## src/hdl/rqts_pkg.sv

```systemverilog
`default_nettype none

package rqts_pkg;

	localparam int TASK_W      = 6;
	localparam int TASK_DEPTH  = 64;
	localparam int LEVELS      = 8;
	localparam int LEVEL_W     = 3;
	localparam int ROT_W       = 5;
	localparam int AFF_W       = 2;
	localparam int IN_DATA_W   = 40;
	localparam int OUT_DATA_W  = 8;

	localparam int NUM_TASKS_DEF = 64;

	typedef enum logic [1:0] {
		OP_SELECT     = 2'd0,
		OP_WRITE_TASK = 2'd1,
		OP_WRITE_HEAD = 2'd2,
		OP_UNUSED     = 2'd3
	} op_t;

	typedef struct packed {
		logic [TASK_W-1:0] next;
		logic              running;
		logic [AFF_W-1:0]  affinity;
	} task_entry_t;

	// First level to look at for each value of the rotation index.
	localparam logic [LEVEL_W-1:0] WEIGHT_TABLE [32] = '{
		3'd0, 3'd0, 3'd0, 3'd1, 3'd0, 3'd0, 3'd0, 3'd2,
		3'd0, 3'd0, 3'd0, 3'd3, 3'd0, 3'd1, 3'd0, 3'd4,
		3'd0, 3'd0, 3'd0, 3'd5, 3'd0, 3'd0, 3'd0, 3'd6,
		3'd0, 3'd1, 3'd0, 3'd7, 3'd0, 3'd0, 3'd0, 3'd0
	};

endpackage

`default_nettype wire

```

## src/hdl/ready_queue_task_selector.sv

```systemverilog
`default_nettype none

// Channel  Dir  tdata                                   tuser
// s_*      in   task_req, next_task, task_running,      op
//               task_affinity, queue, head_valid,
//               head_task, cpu, current_task
// m_*      out  chosen_task                             found
//
// A select examines the queue levels in turn and visits the list links of a
// level one by one (with one extra step when the head is the current task),
// limited by the single read port of the task memory.
// Reset clears the head valid bits, the rotation index and the output; the
// task memory is not cleared. A stalled result holds in the output register
// while further write transactions are taken.

module ready_queue_task_selector #(
	parameter int NUM_TASKS = rqts_pkg::NUM_TASKS_DEF
) (
	input  wire logic                                clk,
	input  wire logic                                arst_n,
	input  wire logic                                s_tvalid,
	output logic                                     s_tready,
	// task_req[5:0], next_task[11:6], task_running[12], task_affinity[14:13],
	// queue[17:15], head_valid[18], head_task[24:19], cpu[26:25],
	// current_task[32:27], zero fill above
	input  wire logic [rqts_pkg::IN_DATA_W-1:0]      s_tdata,
	// op[1:0]
	input  wire logic [1:0]                          s_tuser,
	output logic                                     m_tvalid,
	input  wire logic                                m_tready,
	// chosen_task[5:0], zero fill above
	output logic [rqts_pkg::OUT_DATA_W-1:0]          m_tdata,
	// found[0]
	output logic                                     m_tuser
);

	localparam int STEP_W = $clog2(NUM_TASKS + 1);

	typedef enum logic [2:0] {
		ST_IDLE,
		ST_LEVEL,
		ST_LINK,
		ST_STEP,
		ST_DONE
	} state_t;

	state_t state_q;

	rqts_pkg::op_t                       op;
	logic [rqts_pkg::TASK_W-1:0]         task_req;
	rqts_pkg::task_entry_t               wr_entry;
	logic [rqts_pkg::LEVEL_W-1:0]        queue;
	logic                                head_valid;
	logic [rqts_pkg::TASK_W-1:0]         head_task;
	logic [rqts_pkg::AFF_W-1:0]          cpu;
	logic [rqts_pkg::TASK_W-1:0]         current_task;

	assign op                = rqts_pkg::op_t'(s_tuser);
	assign task_req          = s_tdata[5:0];
	assign wr_entry.next     = s_tdata[11:6];
	assign wr_entry.running  = s_tdata[12];
	assign wr_entry.affinity = s_tdata[14:13];
	assign queue             = s_tdata[17:15];
	assign head_valid        = s_tdata[18];
	assign head_task         = s_tdata[24:19];
	assign cpu               = s_tdata[26:25];
	assign current_task      = s_tdata[32:27];

	rqts_pkg::task_entry_t task_mem [rqts_pkg::TASK_DEPTH];
	rqts_pkg::task_entry_t rdata_s1;
	logic [rqts_pkg::TASK_W-1:0] rd_addr;

	logic [rqts_pkg::LEVELS-1:0]  head_vld_q;
	logic [rqts_pkg::TASK_W-1:0]  head_task_q [rqts_pkg::LEVELS];

	logic [rqts_pkg::ROT_W-1:0]   rot_q;
	logic [rqts_pkg::ROT_W-1:0]   rot_next;
	logic [rqts_pkg::LEVEL_W-1:0] lv_q;
	logic [rqts_pkg::LEVEL_W-1:0] n_q;
	logic [rqts_pkg::AFF_W-1:0]   cpu_q;
	logic [rqts_pkg::TASK_W-1:0]  cur_q;
	logic [rqts_pkg::TASK_W-1:0]  h_q;
	logic [rqts_pkg::TASK_W-1:0]  q_q;
	logic [STEP_W-1:0]            steps_q;
	logic [STEP_W-1:0]            steps_inc;
	logic [rqts_pkg::TASK_W-1:0]  res_q;
	logic                         found_q;

	logic accept;
	logic wr_task;
	logic wr_head;
	logic head_ok;
	logic eligible;
	logic walk_end;
	logic last_level;
	logic pick;

	assign s_tready = (state_q == ST_IDLE);
	assign accept   = s_tvalid && s_tready;
	assign wr_task  = accept && (op == rqts_pkg::OP_WRITE_TASK);
	assign wr_head  = accept && (op == rqts_pkg::OP_WRITE_HEAD);

	assign rot_next   = rot_q + 1'b1;
	assign head_ok    = head_vld_q[lv_q] && (32'(head_task_q[lv_q]) < NUM_TASKS);
	assign eligible   = !rdata_s1.running && (rdata_s1.affinity == cpu_q);
	assign steps_inc  = steps_q + 1'b1;
	assign walk_end   = (rdata_s1.next == h_q) || (steps_inc == STEP_W'(NUM_TASKS));
	assign last_level = (n_q == rqts_pkg::LEVEL_W'(rqts_pkg::LEVELS - 1));
	assign pick       = (state_q == ST_STEP) && eligible;

	// The next link is taken straight from the read data so that the walk
	// visits one task per cycle.
	always_comb begin
		unique case (state_q)
			ST_LEVEL:        rd_addr = head_task_q[lv_q];
			ST_LINK, ST_STEP: rd_addr = rdata_s1.next;
			default:         rd_addr = q_q;
		endcase
	end

	// Writes happen only while idle, so a walk never reads an entry that is
	// being written in the same cycle.
	always_ff @(posedge clk) begin
		if (wr_task) begin
			task_mem[task_req] <= wr_entry;
		end
		rdata_s1 <= task_mem[rd_addr];
	end

	always_ff @(posedge clk) begin
		if (wr_head) begin
			head_task_q[queue] <= head_task;
		end else if (pick) begin
			head_task_q[lv_q] <= q_q;
		end
	end

	always_ff @(posedge clk or negedge arst_n) begin
		if (!arst_n) begin
			state_q    <= ST_IDLE;
			head_vld_q <= '0;
			rot_q      <= '0;
			lv_q       <= '0;
			n_q        <= '0;
			cpu_q      <= '0;
			cur_q      <= '0;
			h_q        <= '0;
			q_q        <= '0;
			steps_q    <= '0;
			res_q      <= '0;
			found_q    <= 1'b0;
			m_tvalid   <= 1'b0;
			m_tdata    <= '0;
			m_tuser    <= 1'b0;
		end else begin
			if (m_tready && (state_q != ST_DONE)) begin
				m_tvalid <= 1'b0;
			end
			unique case (state_q)
				ST_IDLE: begin
					if (s_tvalid) begin
						unique case (op)
							rqts_pkg::OP_WRITE_HEAD: begin
								head_vld_q[queue] <= head_valid;
							end
							rqts_pkg::OP_SELECT: begin
								rot_q   <= rot_next;
								lv_q    <= rqts_pkg::WEIGHT_TABLE[rot_next];
								n_q     <= '0;
								cpu_q   <= cpu;
								cur_q   <= current_task;
								state_q <= ST_LEVEL;
							end
							default: begin
							end
						endcase
					end
				end
				ST_LEVEL: begin
					if (head_ok) begin
						h_q     <= head_task_q[lv_q];
						q_q     <= head_task_q[lv_q];
						steps_q <= '0;
						if (head_task_q[lv_q] == cur_q) begin
							state_q <= ST_LINK;
						end else begin
							state_q <= ST_STEP;
						end
					end else if (last_level) begin
						res_q   <= cur_q;
						found_q <= 1'b0;
						state_q <= ST_DONE;
					end else begin
						lv_q <= lv_q + 1'b1;
						n_q  <= n_q + 1'b1;
					end
				end
				ST_LINK: begin
					q_q     <= rdata_s1.next;
					state_q <= ST_STEP;
				end
				ST_STEP: begin
					if (eligible) begin
						res_q   <= q_q;
						found_q <= 1'b1;
						state_q <= ST_DONE;
					end else if (walk_end) begin
						if (last_level) begin
							res_q   <= cur_q;
							found_q <= 1'b0;
							state_q <= ST_DONE;
						end else begin
							lv_q    <= lv_q + 1'b1;
							n_q     <= n_q + 1'b1;
							state_q <= ST_LEVEL;
						end
					end else begin
						q_q     <= rdata_s1.next;
						steps_q <= steps_inc;
					end
				end
				ST_DONE: begin
					if (!m_tvalid || m_tready) begin
						m_tvalid <= 1'b1;
						m_tdata  <= rqts_pkg::OUT_DATA_W'(res_q);
						m_tuser  <= found_q;
						state_q  <= ST_IDLE;
					end
				end
				default: begin
					state_q <= ST_IDLE;
				end
			endcase
		end
	end

endmodule

`default_nettype wire

```

## config.mk

```make
export PLATFORM = sky130hd
export DESIGN_NAME = ready_queue_task_selector
export DESIGN_NICKNAME = d
export VERILOG_FILES = /design/src/hdl/rqts_pkg.sv /design/src/hdl/ready_queue_task_selector.sv
export SDC_FILE = /design/constraint.sdc
export NUM_CORES = 1
export LEC_CHECK = 0
export BUFFER_PORTS_ARGS = -buffer_cell sky130_fd_sc_hd__buf_2
export CAP_MARGIN = 20
export CORE_MARGIN = 4
export CORE_UTILIZATION = 60
export DETAILED_ROUTE_END_ITERATION = 6
export PLACE_DENSITY = 0.76
export SLEW_MARGIN = 20
export SYNTH_ARGS = -nofsm -noshare
export SYNTH_HDL_FRONTEND = slang
export SYNTH_SLANG_ARGS = --single-unit
```

## constraint.sdc

```tcl
create_clock -name clk -period 3.9 [get_ports clk]
set_clock_uncertainty 0.05 [all_clocks]
set_input_delay 0.585 -clock clk [delete_from_list [all_inputs] [get_ports clk]]
set_output_delay 0.585 -clock clk [all_outputs]
set_load 0.02 [all_outputs]
```

==> results_dict.tcl <==
set metrics [dict create \
    combPwrFrac_pct 41.6 \
    htree_levels 3 \
    nets 2330 \
    grtUsageTotal_pct 27.4 \
    critPathTopFamily "multiplexers" \
    avgViaCountPerCell 6.35 \
    cp.arrival_ns 4.24 \
    clockRootBuffer "clkbuf_16" \
    syn_inst 2138 \
    grt_max_degree 95 \
    period_needed_ns 3.82 \
    max_slew_margin_pct 21.5 \
    gp_congestion 0.942 \
    critPathKind "flip-flop to flip-flop" \
    report.final.slew_viol_count 0 \
    yosysUniqueCellTypes 73 \
    ys.flop_type "edfxtp_1" \
    ys_async_sr_fraction_pct 9.18 \
    grt_pass1_wl_um 106000 \
    rsz0062_at_grt "false" \
    synth.top_cell.area_share_pct 65.4 \
    dr.pass1.iters 5 \
    timing.fmax_ghz 0.262 \
    path_buf_inv 2 \
    synth_seq_cells 697 \
    die_x_um 226 \
    grt_overflow 0 \
    worst_hold_path_type "primary input to asynchronous set/reset pin" \
    fin_crit_sh_pct 98.0 \
    hold_violations 0 \
    drc 0 \
    switchingPower_mw 10.1 \
    setup_viol 0 \
    slowest_delay_ns 0.61 \
    io_buffers 47 \
    worstMarginPinSlew_ns 1.18 \
    dieHeight_um 226 \
    p_leak_nw 11.5 \
    intPower_mw 15.8 \
    cts-buffers-inserted 70 \
    cpMostUsedCell "mux2i_1" \
    clk_pin_slew_worst_paths_ns 0.06 \
    num_vias 18600 \
    start_util_pct 61.1 \
    cts_tree "yes" \
    design_area_um2 32500 \
    netlist_area_um2 28600 \
    synth_area_leaders "edfxtp_1 (65%), dfrtp_1 (5.6%), nand2_1 (5.4%), nand3_1 (3.9%), mux2i_1 (3.0%)" \
    postCtsHoldBufs 0 \
    status "completed" \
    grt_antenna_before_repair 0 \
    wl_per_cell_um 23.8 \
    cap_violations 0 \
    synthTopCellsByCount "edfxtp_1 (624), nand2_1 (415), nand3_1 (223)" \
    tns_ns 0 \
    avgSynthCellArea_um2 13.4 \
    fp-row-count 79 \
    die_area_um2 51300 \
    pwr-share-seq_pct 34.5 \
    io_pins 57 \
    cp-end-kind "flip-flop" \
    synth.most_common_cell "edfxtp_1" \
    clock-sinks 697 \
    yosys.area.top_type "edfxtp_1" \
    cp_cell_sequence "buf_4, mux2i_1, mux4_2, o21ai_4, buf_4, mux2i_1, mux2i_1, a32oi_1, a31oi_1, or4_1" \
    power.share.switching_pct 38.9 \
    drive_gt1_share_pct 15.3 \
    core_um2 46900 \
    first_global_vias 18200 \
    yosysSeqAreaShare_pct 71.6 \
    synth_warnings 0 \
    antennaDiodeCount 0 \
    powerDensity_nw_per_um2 798 \
    insertion_delay_ns 0.61 \
    synth_edf_count 624 \
    p_total_mw 25.9 \
    clockPowerShare_pct 24.0 \
    cp_slowest_cell "mux4_2" \
    initialDrtViolationCount 2543 \
    ctsLongestPathBuffers 3 \
    postRouteWirelength_um 69800 \
    worstPathMaxFanout 14 \
    peakVddDrop_mv 0.664 \
    start_kind "flip-flop" \
    antenna_left 0 \
    dp_hpwl_um 43300 \
    area_delta_synth_final_pct 13.6 \
    critical_path_required_ns 4.32 \
    dpl_cell_area_um2 30400 \
]
-- per-stage QoR --
step	cells	util [%]	setup WS [ns]	hold WS (ns)
after floorplan	2139	-	0.804	0.239
after global routing	2936	69.4	0.0281	0.0689
after CTS	2936	69.4	0.0178	0.0235
final	2936	69.4	0.0762	0.0300
after global placement	2812	64.8	0.155	0.414
after detailed placement	2812	64.9	0.0449	0.430
-- metal layers --
layer / vias to the layer above / track usage (%) / share of wire, %
met3: 173 / 4.98 / 9.9
li1: 8304 / - / -
met4: 0 / 10.1 / 3.6
met1: 9101 / 37.6 / 38
met2: 1053 / 44.7 / 48
met5: - / 0 / 0
-- state kept, by name, summed over array words and instances, names as in the netlist, 3 cells and up --
name,flops
rdata_s1,9
steps_q,7
rot_q,5
n_q,3
res_q,6
q_q,6
h_q,6
cur_q,6
head_vld_q,8
lv_q,3
state_q,3
m_tdata,6
task_mem,576
head_task_q,48
-- power groups by stage --
stage               clock [mW]  sequential, mW  combinational [mW]
finish                    6.21            8.94                10.8
global route              6.62            8.97                11.6
CTS                       6.29            8.92                10.7
detailed placement           0            9.07                10.6
global placement             0            9.06                10.3
floorplan                    0            8.87                7.04
-- worst paths after layout --
check / start / to / slack, ns / cells past startpoint
max: lv_q[0]$_DFFE_PN0P_ / rdata_s1[8]$_DFF_P_ / 0.08 / 10
min: arst_n / n_q[0]$_DFFE_PN0P_ / 0.03 / 1
max reg2reg: lv_q[0]$_DFFE_PN0P_ / rdata_s1[8]$_DFF_P_ / 0.08 / 10
min reg2reg: rot_q[4]$_DFFE_PN0P_ / rot_q[4]$_DFFE_PN0P_ / 0.44 / 1
min in group clk: s_tdata[27] / cur_q[0]$_DFFE_PN0P_ / 0.12 / 3
max in group asynchronous: arst_n / res_q[0]$_DFFE_PN0P_ / 2.87 / 2
-- timing repair --
item | 4_1_cts | 5_1_grt
setup endpoints to repair | 0 | 8
setup buffers | 0 | 0
gates resized for setup | 0 | 4
-- cells in the final DEF, fill, tap and decap left out, drive strengths merged, types with 3 or more instances in the layout --
master	Yosys	layout
buf	56	192
nor4	10	10
mux2i	85	85
nor2b	9	9
xor2	10	10
a32o	15	15
nand3b	3	3
clkbuf	70	95
nand3	226	226
or4	8	8
nor3b	3	3
dfrtp	64	64
a211oi	27	27
or3b	3	3
a31oi	30	30
a21oi	56	56
nor2	109	109
dfxtp	9	9
a31o	17	17
o22ai	14	14
edfxtp	624	624
mux4	11	11
nor3	11	11
nand2b	11	11
a32oi	26	26
nand2	416	416
nand4	5	5
o31ai	10	10
inv	6	9
xnor2	13	13
ha	7	7
o41ai	9	9
mux2	21	21
clkinv	0	25
and3	36	36
o21ai	72	72
o21a	4	4
a22oi	7	7
-- final cells by class --
class / instances / area, um2
Tap cell: 607 / 759
Timing Repair Buffer: 192 / 1490
Inverter: 6 / 22.5
Fill cell: 3103 / 14300
Clock buffer: 95 / 1960
Sequential cell: 697 / 20500
Clock inverter: 29 / 158
Multi-Input combinational cell: 1310 / 7610
-- cells by family (layout without fill, tap and decap cells) --
kind of cell	count (synthesis)	in the layout	share of synthesized area (%)
buffers and inverters	132	322	2.04
DFF	697	697	71.6
muxes	117	117	4.67
AOI/OAI and AO/OA	303	303	7.23
adders and majority gates	7	7	0.306
and+or+nand+nor	858	858	13.4
other	1	2	0.0131
xor gates and xnor gates	23	23	0.703
Power figures use the tool's default switching activity.
